<file path="src/rtl/lcns_pkg.sv">
// Shared types and constants for the LWE inverse-CDF noise sampler.
package lcns_pkg;

    // Sampler mode codes
    localparam logic [1:0] MODE_8BIT  = 2'd0;
    localparam logic [1:0] MODE_12BIT = 2'd1;
    localparam logic [1:0] MODE_16BIT = 2'd2;

    // Register indexes on the configuration port
    localparam logic [2:0] REG_MODE      = 3'd0;
    localparam logic [2:0] REG_TABLE_LEN = 3'd1;
    localparam logic [2:0] REG_ENTRY_0   = 3'd2;

    // Number of CDF entry registers
    localparam int ENTRY_REGS = 5;

    // Field widths
    localparam int RAND_W   = 24;
    localparam int ENTRY_W  = 15;
    localparam int SAMPLE_W = 16;

    // Input word
    typedef struct packed {
        logic [RAND_W-1:0] random_word;
        logic              odd_tail;
    } in_word_t;

    // Output word
    typedef struct packed {
        logic [SAMPLE_W-1:0] noise_sample;
        logic                last;
    } out_word_t;

endpackage

</file>
<file path="src/rtl/lcns_lane.sv">
// One comparator lane: flags a CDF entry that lies below the magnitude.
module lcns_lane
    import lcns_pkg::*;
(
    input  logic [ENTRY_W-1:0] entry,
    input  logic [ENTRY_W-1:0] mag,
    input  logic               narrow,
    input  logic               enable,
    output logic               below
);

    logic [15:0] diff_wide;
    logic [7:0]  diff_narrow;

    // Top bit of (entry - mag) at 16 or 8 bits
    always_comb
    begin
        diff_wide   = {1'b0, entry} - {1'b0, mag};
        diff_narrow = entry[7:0] - {1'b0, mag[6:0]};
        below       = enable & (narrow ? diff_narrow[7] : diff_wide[15]);
    end

endmodule

</file>
<file path="src/rtl/lcns_merge.sv">
// Merge stage: counts lane hits and applies the sign.
module lcns_merge
    import lcns_pkg::*;
#(
    parameter int NUM_LANES = 5
)
(
    input  logic [NUM_LANES-1:0] below,
    input  logic                 sign,
    output logic [SAMPLE_W-1:0]  sample
);

    localparam int CNT_W = $clog2(NUM_LANES + 1);

    logic [CNT_W-1:0] count;

    // Population count, then conditional negate mod 2^16
    always_comb
    begin
        count = '0;
        for (int j = 0; j < NUM_LANES; j++)
        begin
            count = count + CNT_W'(below[j]);
        end
        sample = sign ? (SAMPLE_W'(0) - SAMPLE_W'(count)) : SAMPLE_W'(count);
    end

endmodule

</file>
<file path="src/rtl/lwe_cdf_noise_sampler.sv">
// Top level of the LWE inverse-CDF noise sampler.
//
// Usage:
//   Input channel (in_valid / in_stall / in_word) carries one word of random
//   bits per item. Output channel (out_valid / out_stall / out_word) carries
//   signed 16-bit noise samples; out_word.last marks the final sample of an
//   input word. Configuration is written through cfg_write_en / cfg_index /
//   cfg_data while the block is idle.
//   Every sample comes combinationally from a bank of comparator lanes (one
//   per compared CDF entry, two banks for the two 12-bit samples) feeding a
//   count-and-sign merge stage; the result lands in the output register.
//   out_valid rises in the cycle after a word is accepted.
//   Throughput: one word per cycle, unless the receiver stalls, in 8- and
//   16-bit modes and in 12-bit mode with odd_tail set; otherwise a 12-bit word
//   holds off the next until its second sample leaves the single output port.
//   Reset clears the output buffer and loads the default configuration:
//   16-bit mode, table length 6, all CDF entries zero.
//   When the receiver stalls, the held samples stay put and in_stall rises
//   once the output buffer cannot take another word.
module lwe_cdf_noise_sampler
    import lcns_pkg::*;
#(
    parameter int CDF_ENTRIES = 6
)
(
    input  logic               clk,
    input  logic               rst_n,
    input  logic               cfg_write_en,
    input  logic [2:0]         cfg_index,
    input  logic [ENTRY_W-1:0] cfg_data,
    input  logic               in_valid,
    output logic               in_stall,
    input  in_word_t           in_word,
    output logic               out_valid,
    input  logic               out_stall,
    output out_word_t          out_word
);

    localparam int NUM_LANES = CDF_ENTRIES - 1;

    // Configuration registers
    logic [1:0]         mode_reg;
    logic [2:0]         table_len_reg;
    logic [ENTRY_W-1:0] cdf_entry_reg [ENTRY_REGS];

    always_ff @(posedge clk or negedge rst_n)
    begin
        if (!rst_n)
        begin
            mode_reg      <= MODE_16BIT;
            table_len_reg <= 3'd6;
            for (int j = 0; j < ENTRY_REGS; j++)
            begin
                cdf_entry_reg[j] <= '0;
            end
        end
        else if (cfg_write_en)
        begin
            if (cfg_index == REG_MODE)
            begin
                mode_reg <= cfg_data[1:0];
            end
            else if (cfg_index == REG_TABLE_LEN)
            begin
                table_len_reg <= cfg_data[2:0];
            end
            else if (cfg_index >= REG_ENTRY_0 &&
                     cfg_index < REG_ENTRY_0 + 3'(ENTRY_REGS))
            begin
                cdf_entry_reg[cfg_index - REG_ENTRY_0] <= cfg_data;
            end
        end
    end

    // Magnitude and sign extraction per mode
    logic [ENTRY_W-1:0] mag  [2];
    logic               sign [2];
    logic               narrow;
    logic               two_samples;

    always_comb
    begin
        mag[1]      = ENTRY_W'(in_word.random_word[12:2]);
        sign[1]     = in_word.random_word[0];
        narrow      = 1'b0;
        two_samples = 1'b0;
        unique case (mode_reg)
            MODE_8BIT:
            begin
                mag[0]  = ENTRY_W'(in_word.random_word[7:1]);
                sign[0] = in_word.random_word[0];
                narrow  = 1'b1;
            end
            MODE_12BIT:
            begin
                mag[0]      = ENTRY_W'(in_word.random_word[23:13]);
                sign[0]     = in_word.random_word[1];
                two_samples = ~in_word.odd_tail;
            end
            default:
            begin
                mag[0]  = in_word.random_word[15:1];
                sign[0] = in_word.random_word[0];
            end
        endcase
    end

    // Comparator lane banks and merge stages
    logic [SAMPLE_W-1:0] sample [2];

    for (genvar g = 0; g < 2; g++)
    begin : g_bank
        logic [NUM_LANES-1:0] below;

        for (genvar j = 0; j < NUM_LANES; j++)
        begin : g_lane
            lcns_lane u_lane (
                .entry  (cdf_entry_reg[j]),
                .mag    (mag[g]),
                .narrow (narrow),
                .enable (table_len_reg > 3'(j + 1)),
                .below  (below[j])
            );
        end

        lcns_merge #(
            .NUM_LANES (NUM_LANES)
        ) u_merge (
            .below  (below),
            .sign   (sign[g]),
            .sample (sample[g])
        );
    end

    // Output buffer: head word shown, tail word queued behind it
    out_word_t  head_reg, head_next;
    out_word_t  tail_reg, tail_next;
    logic [1:0] cnt_reg, cnt_next;
    logic       in_fire;
    logic       out_fire;

    assign out_valid = (cnt_reg != 2'd0);
    assign out_word  = head_reg;
    assign out_fire  = out_valid & ~out_stall;
    assign in_stall  = ~((cnt_reg == 2'd0) || (cnt_reg == 2'd1 && ~out_stall));
    assign in_fire   = in_valid & ~in_stall;

    always_comb
    begin
        head_next = head_reg;
        tail_next = tail_reg;
        cnt_next  = cnt_reg;
        priority if (in_fire)
        begin
            head_next.noise_sample = sample[0];
            head_next.last         = ~two_samples;
            tail_next.noise_sample = sample[1];
            tail_next.last         = 1'b1;
            cnt_next               = two_samples ? 2'd2 : 2'd1;
        end
        else if (out_fire)
        begin
            head_next = tail_reg;
            cnt_next  = cnt_reg - 2'd1;
        end
    end

    always_ff @(posedge clk or negedge rst_n)
    begin
        if (!rst_n)
        begin
            cnt_reg <= 2'd0;
        end
        else
        begin
            cnt_reg <= cnt_next;
        end
    end

    always_ff @(posedge clk)
    begin
        head_reg <= head_next;
        tail_reg <= tail_next;
    end

endmodule

</file>
<file path="config.mk">
export PLATFORM = sky130hd
export DESIGN_NAME = lwe_cdf_noise_sampler
export DESIGN_NICKNAME = d
export VERILOG_FILES = /design/src/rtl/lcns_pkg.sv /design/src/rtl/lcns_lane.sv /design/src/rtl/lcns_merge.sv /design/src/rtl/lwe_cdf_noise_sampler.sv
export SDC_FILE = /design/constraint.sdc
export NUM_CORES = 1
export LEC_CHECK = 0
export BUFFER_PORTS_ARGS = -buffer_cell sky130_fd_sc_hd__buf_2
export CORE_ASPECT_RATIO = 1.5
export CORE_MARGIN = 2
export CORE_UTILIZATION = 50
export DETAILED_ROUTE_END_ITERATION = 16
export HOLD_SLACK_MARGIN = 0.08
export PLACE_DENSITY = 0.69
export SYNTH_ARGS = -nofsm -noshare
export SYNTH_HDL_FRONTEND = slang
export SYNTH_SLANG_ARGS = --single-unit
</file>
<file path="constraint.sdc">
create_clock -name clk -period 12.8 [get_ports clk]
set_input_delay 2.56 -clock clk [delete_from_list [all_inputs] [get_ports clk]]
set_output_delay 2.56 -clock clk [all_outputs]
set_load 0.01 [all_outputs]
</file>
== After elaboration in Yosys (flattened, before gate mapping) ==
Index checks and enable logic that the tools add are counted.

* Word-level logic and storage cells: 111
* Output and inout port bits: 19
* Bits in registers: 103

* Mux-type cells: 24
* Order comparisons: 9
* Eq/ne operators: 3
* Add/sub/neg operators: 32
* Bitwise gates (word level): 19
* Reduce and logical (&&, ||, !) cells: 12

{| class="wikitable"
|+ Operators by type and width
! cell !! number
|-
| 15-bit by 11-bit subtractor with 16-bit output || 5
|-
| 15-bit by 15-bit subtractor with 16-bit output || 5
|-
| 8-bit by 7-bit subtractor with 8-bit output || 10
|-
| 75-bit bitwise mux || 1
|-
| 15-bit demux with 3-bit select || 1
|-
| 17-bit 2-to-1 mux || 2
|-
| 15-bit one-hot mux with 2 select lines || 1
|-
| 3-bit by 1-bit adder with 3-bit output || 6
|-
| 16-bit 2-to-1 mux || 1
|-
| 15-bit 2-to-1 mux || 1
|-
| 1-bit 2-to-1 mux || 13
|-
| 1-bit AND || 12
|-
| 1-bit by 3-bit subtractor with 4-bit output, first input constant || 2
|-
| 3-bit by 2-bit greater-than comparator with 1-bit output, second input constant || 2
|-
| 3-bit greater-than comparator, second input constant || 2
|-
| 2-bit 2-to-1 mux || 3
|-
| 1-bit NOT || 6
|-
| 1-bit by 1-bit adder with 2-bit output || 2
|-
| 2-bit by 1-bit == test with 1-bit output, second input constant || 2
|-
| 4-bit >= comparator, second input constant || 1
|-
| 2-bit zero test || 2
|-
| 4-bit by 1-bit < comparator with 1-bit output, second input constant || 1
|-
| 3-bit NOT with 4-bit output || 1
|-
| 4-bit AND reduction || 1
|-
| other kinds (13) || 16
|}

== Longest topological paths before layout ==
Gate-level depths: netlist of the first run.

* Word-level depth: 12
* Mapped depth: 20

== By module ==
From an unflattened synthesis of the first run, not the netlist that was laid out.

* Cells, all modules: 904
* Area, all modules: 8932.3 um2

{| class="wikitable"
|+ Modules (own cells, without submodules)
! module !! seq. area each (um2) !! times used !! cells an instance !! area an instance (um2)
|-
| lwe_cdf_noise_sampler || 3046.7 || 1 || 294 || 4620.7
|-
| lcns_lane || 0.0 || 10 || 55 || 385.4
|-
| lcns_merge || 0.0 || 2 || 30 || 229.0
|}

== Worst setup path before layout of the first run ==
Ideal clock, no wire load.

* Path type: in2reg
* Start point: in in_word[5] in the netlist's numbering
* End point: reg head_reg (netlist bit out_word[3]) (data pin)
* Data arrival time: 6237 ps
* Stages on the path: 18
* Setup slack: 6295 ps
* Setup time: 268 ps
* Cell sequence: inv_1 -> nor2_1 -> a21oi_1 -> ha_1 -> maj3_1 -> maj3_2 -> a221oi_2 -> xnor2_1 -> o2bb2ai_1 -> ha_1 -> fa_1 -> ha_1 -> fa_1 -> inv_1 -> ha_1 -> nor2_1 -> xnor2_1 -> o21ai_0

{| class="wikitable"
|+ RTL lines
! what !! line !! text
|-
| from (decl) || lwe_cdf_noise_sampler.sv:33 || <nowiki>input in_word_t in_word,</nowiki>
|-
| to (signal assigned) || lwe_cdf_noise_sampler.sv:182 || <nowiki>head_reg <= head_next;</nowiki>
|-
| to (decl) || lwe_cdf_noise_sampler.sv:136 || <nowiki>out_word_t head_reg, head_next;</nowiki>
|}

==> flow_summary.toml, run 1 <==
[cts]
clk_path_buf_depth = 2
ctsResizeCount = 0
numCtsBuffers = 9
hold_buffers = 0
path_clk_slew_ns = 0.07
postCtsSetupBuffers = 0
cts_root_buf = "clkbuf_16"
cts.sinks = 91
clk_latency_ns = 0.35
htreeDepth = 3
cts_tree = "yes"

[global_routing]
grt_overflow = 0
first_global_vias = 5571
grt_max_degree = 83
grt_pass1_wl_mm = 31.1
grt_use_total_pct = 27.9
antenna_found_initial = 0

[layout]
synthToLayoutAreaGrowth_pct = 10.9
final_cell_mix = "ha_1, mux2_2, dfrtp_1"
final_nets = 862
num_antenna_cells = 0
largest_reg_flops = 75
final_common_cell = "ha_1"
stdcell_count = 864
drive_gt1_share_pct = 26.8

[drt]
drc = 0
wl_per_cell_um = 23.1
drtPass1Iterations = 5
via_count = 5398
drt_iter0_drc = 226
ant_nets = 0
viasPerCell = 6.25
wirelength_mm = 19.9

[floorplan]
fp.dieArea_um2 = 14800
initial_utilization_pct = 51.2
fp.coreArea_um2 = 13500
row_count = 52
die_h_um = 148
die_w_um = 99.9
top_level_ports = 67

[critical_path]
required_ns = 12.89
critPathMaxFanout = 6
critPathArrivalTime_ns = 6.85
end_kind = "flip-flop"
crit_type = "in2reg"
cp-start-kind = "input pin"

[timing]
relSlewSlack_pct = 15.9
finalSetupTns_ns = 0
layout_min_cycle_time_ns = 6.76
max_freq_mhz = 148
setup_viol = 0
finalHoldViolCount = 0
period_share_pct = 52.8
fin_skew_ns = 0.0120
rsz0062_at_grt = "no"
final_max_slew_viol_count = 0
max_slew.worst_pin.slew_ns = 1.23

[yosys]
syn_inst = 641
synth-compound-area-share_pct = 13.6
synth_xor_area_share_pct = 2.41
ys_ff_latch = 91
syn_avg_cell_area_um2 = 10.8
synthFlopType = "dfrtp_1"
synth.distinct_cells = 57
synth_mux_area_share_pct = 13.9
synthAdderAreaFrac_pct = 22.6
synth_edf_count = 9
synthesis.area_um2 = 6900
syn_nets = 806
synth_warnings = 0
synth_simple_gate_area_share_pct = 9.70
yosysSeqAreaShare_pct = 33.7
async_flop_share_pct = 90.1
synth_top_family_by_area = "adder cells"

[power_and_ir_drop]
power_frac_comb_pct = 44.5
pwr-share-clk_pct = 21.4
vdd_drop_max_v = 0.0000706
powerDensity_nw_per_um2 = 177
p_leak_uw = 0.00357
internal-power_uw = 815
switching_power_uw = 535
swShare_pct = 39.6
finalPower_uw = 1350
sequentialPowerShare_pct = 34.1

[placement]
port_buffers = 66
hpwl_mm = 15.5
gp_congestion = 0.970
post-place-cells = 848

[worst_hold_path]
hold_class = "reg2reg"

[outcome]
status = "completed"

[job]
cap_violations = 0
[per-stage QoR]
stage          instance area [µm²]  utilization [%]  setup WS (ns)  hold slack [ns]
4_1_cts                       7650             56.8           6.04            0.522
5_1_grt                       7650             56.8           5.74            0.550
3_3_place_gp                  7330             54.4           5.78            0.477
2_1_floorplan                 6900                -           6.30            0.464
6_report                      7650             56.8           6.04            0.518
3_5_place_dp                  7330             54.4           5.66            0.506
[cell families after synthesis]
| kind of cell | after synthesis |
|---|---|
| AOI/OAI and AO/OA | 138 |
| xor gates and xnor gates | 19 |
| adders and majority gates | 123 |
| buffers and inverters | 57 |
| DFF | 91 |
| muxes | 86 |
| and+or+nand+nor | 127 |
[power by group through the flow]
stage	Sequential (µW)	Combinational (µW)	Clock (µW)
after floorplan	429	453	0
after global placement	463	572	0
after detailed placement	466	596	0
after CTS	460	602	296
after global routing	469	673	306
final	460	601	289
[cells in the mapped netlist (all sizes together) (4+ instances only)]
cell type | number | area share, %
nand2b | 7 | 0.63
xnor2 | 17 | 2.2
fa | 4 | 1.2
mux2 | 80 | 13
nor2 | 20 | 1.1
o211ai | 9 | 0.98
nor2b | 8 | 0.73
nor3 | 13 | 0.94
mux2i | 6 | 0.87
dfrtp | 79 | 29
inv | 29 | 1.6
o22ai | 5 | 0.45
clkbuf | 12 | 0.65
a21o | 21 | 2.3
a211oi | 8 | 1.0
buf | 16 | 1.8
o21ai | 17 | 1.2
a21oi | 35 | 2.5
nor4 | 4 | 0.36
nand3 | 7 | 0.51
maj3 | 6 | 0.96
edfxtp | 9 | 3.9
nand4 | 15 | 1.4
a31oi | 9 | 0.82
a22oi | 4 | 0.44
nand2 | 35 | 1.9
ha | 113 | 20
[final cells by class]
cell class,count,area (µm²)
fill,1167,5820
multi-input combinational,493,4310
sequential,91,2330
timing repair buffer,73,385
clock buffer,11,254
tap,162,203
inverter,29,109
clock inverter,5,65.1
[routing by layer]
metal / vias up / wire (µm) / GRT usage, %
met4: 0 / 868 / 12.3
met3: 50 / 825 / 3.31
li1: 2527 / - / -
met5: - / 0 / 0
met1: 2634 / 7740 / 31.9
met2: 187 / 10500 / 51.5
[worst max-delay path: stages]
cell	delay, ns
buf_2	0.10
inv_1	0.18
nor2_1	0.08
a21oi_1	0.41
ha_1	0.35
a31oi_1	0.16
nand2_1	0.09
a211oi_1	0.47
o32ai_1	0.16
a21o_1	0.19
ha_1	0.30
fa_1	0.49
ha_1	0.22
fa_1	0.52
inv_1	0.06
ha_1	0.19
nor2_1	0.12
xnor2_1	0.12
o21ai_0	0.08
[worst paths after layout]
check / start / endpoint / slack (ns) / cells after the start
setup / recovery: in_word[4] / out_word[3] / 6.04 / 19
hold reg to reg: cnt_reg[1] / cnt_reg[1] / 0.52 / 1
setup reg to reg: mode_reg[1] / out_word[3] / 7.04 / 16
max in group asynchronous: rst_n / cdf_entry_reg[17] / 9.70 / 1
hold / removal: cnt_reg[1] / cnt_reg[1] / 0.52 / 1
min in group asynchronous: rst_n / cdf_entry_reg[36] / 2.41 / 1
No activity file was read; power rests on OpenSTA's default activity.
==> run 2, diff against run 1 <==
--- a/config.mk
+++ b/config.mk
@@ -11,7 +11,7 @@
 export CORE_UTILIZATION = 50
 export DETAILED_ROUTE_END_ITERATION = 16
 export HOLD_SLACK_MARGIN = 0.08
-export PLACE_DENSITY = 0.69
+export PLACE_DENSITY = 0.72
 export SYNTH_ARGS = -nofsm -noshare
 export SYNTH_HDL_FRONTEND = slang
 export SYNTH_SLANG_ARGS = --single-unit
==> constraint.sdc (replaced) <==
create_clock -name clk -period 6.1 [get_ports clk]
set_input_delay 1.22 -clock clk [delete_from_list [all_inputs] [get_ports clk]]
set_output_delay 1.22 -clock clk [all_outputs]
set_load 0.01 [all_outputs]
==> run 2 against run 1 <==
Flip-flop and latch count unchanged. Wire length down 1.5%. Worst setup slack worse by 5.3 ns. Critical path depth unchanged. Largest power group unchanged. Utilization up 0.46 points. Highest routed layer unchanged.
==> flow_summary.toml, run 2 (same netlist as run 1, synthesis figures left out) <==
[timing]
whs_ns = 0.519
setup_viol = 0
finalHoldViolCount = 0
max_freq_mhz = 187
final_max_slew_viol_count = 0
finalSetupTns_ns = 0
layout_min_cycle_time_ns = 5.36
rsz0062_at_grt = "no"
max_slew.worst_pin.slew_ns = 1.05
fin_skew_ns = 0.00942
relSlewSlack_pct = 30.0
period_share_pct = 87.8

[cts]
htreeDepth = 3
hold_buffers = 0
clk_path_buf_depth = 2
cts_tree = "yes"
clk_latency_ns = 0.35
cts_root_buf = "clkbuf_16"
numCtsBuffers = 9
cts.sinks = 91
ctsResizeCount = 0
postCtsSetupBuffers = 0
path_clk_slew_ns = 0.07

[placement]
gp_congestion = 0.981
placed_cell_area_um2 = 7390
port_buffers = 66
hpwl_mm = 15.4

[floorplan]
die_h_um = 148
die_w_um = 99.9
fp.dieArea_um2 = 14800
fp.coreArea_um2 = 13500
top_level_ports = 67
initial_utilization_pct = 51.2
row_count = 52

[layout]
final_cell_mix = "ha_1, mux2_2, dfrtp_1"
finalInstanceArea_um2 = 7710
synthToLayoutAreaGrowth_pct = 11.8
drive_gt1_share_pct = 27.7
final_nets = 870
num_antenna_cells = 0
final_common_cell = "ha_1"
largest_reg_flops = 75
final_core_util_pct = 57.2

[drt]
drtPass1Iterations = 7
wirelength_mm = 19.6
via_count = 5422
drc = 0
drt_iter0_drc = 259
viasPerCell = 6.22
wl_per_cell_um = 22.5
ant_nets = 0

[power_and_ir_drop]
internal-power_uw = 1740
pwr-share-clk_pct = 21.4
power_frac_comb_pct = 45.5
p_leak_uw = 0.00361
vdd_drop_max_v = 0.000173
swShare_pct = 39.2
powerDensity_nw_per_um2 = 372
switching_power_uw = 1120
sequentialPowerShare_pct = 33.1

[critical_path]
reg2reg_depth = 19
cp-start-kind = "flip-flop"
critPathMaxFanout = 8
end_kind = "flip-flop"
required_ns = 6.19
critPathArrivalTime_ns = 5.44
crit_type = "reg2reg"

[worst_hold_path]
whs_path_depth = 1
hold_class = "reg2reg"

[global_routing]
grt_overflow = 0
grt_pass1_wl_mm = 30.9
grt_max_degree = 83
antenna_found_initial = 0
grt_use_total_pct = 27.8
first_global_vias = 5666

[job]
cap_violations = 0

[outcome]
status = "completed"
[run 2: cell types whose count changed in the layout (fill, tap and decap cells not counted), sizes merged]
| cell | delta |
|---|---|
| buf | +8 |
| bufinv | +1 |
| clkbuf | -2 |
| inv | +1 |
[run 2: power groups by stage]
| stage | Sequential (µW) | Clock, µW | Combinational, µW |
|---|---|---|---|
| finish | 947 | 613 | 1300 |
| global route | 964 | 654 | 1450 |
| CTS | 946 | 629 | 1300 |
| detailed placement | 957 | 0 | 1290 |
| floorplan | 901 | 0 | 951 |
| global placement | 950 | 0 | 1230 |
[run 2: layout make-up]
cell class	count	area (µm²)
Inverter	29	109
Tap cell	162	203
Fill cell	1133	5760
Sequential cell	91	2330
Clock inverter	7	96.3
Multi-Input combinational cell	493	4310
Clock buffer	9	225
Timing Repair Buffer	81	445
[run 2: worst paths after layout]
check / startpoint / to / slack, ns
setup / recovery: mode_reg[0] / out_word[3] / 0.74
hold / removal: cnt_reg[1] / cnt_reg[1] / 0.52
setup reg to reg: mode_reg[0] / out_word[3] / 0.74
hold reg to reg: cnt_reg[1] / cnt_reg[1] / 0.52
max in group asynchronous: rst_n / cdf_entry_reg[68] / 4.36
min in group asynchronous: rst_n / cdf_entry_reg[46] / 1.04
[run 2: layer usage]
layer / part of all wire, % / GRT usage (%)
met1: 38 / 31.8
met2: 52 / 49.8
met3: 5.2 / 4.26
met4: 4.8 / 13.6
met5: 0 / 0
[run 2: through the flow]
step / std cells / power (µW) / setup slack, ns
CTS: 872 / 2870 / 0.770
floorplan: 641 / 1850 / 0.935
global placement: 856 / 2180 / 0.581
detailed placement: 856 / 2240 / 0.468
global route: 872 / 3070 / 0.426
finish: 872 / 2870 / 0.744
[run 2: worst max-delay path, stage by stage, from the launching register on]
cell and delay (ns):
dfrtp_1 0.34, nor2b_1 0.67, buf_4 0.28, nor2_1 0.05, a21oi_1 0.36, ha_1 0.33
a31oi_1 0.17, nand2_1 0.08, a211oi_1 0.37, o32ai_1 0.14, a21o_1 0.18, ha_1 0.29
fa_1 0.50, ha_1 0.22, fa_1 0.53, inv_1 0.05, ha_1 0.19, nor2_1 0.12
xnor2_1 0.12, o21ai_0 0.10
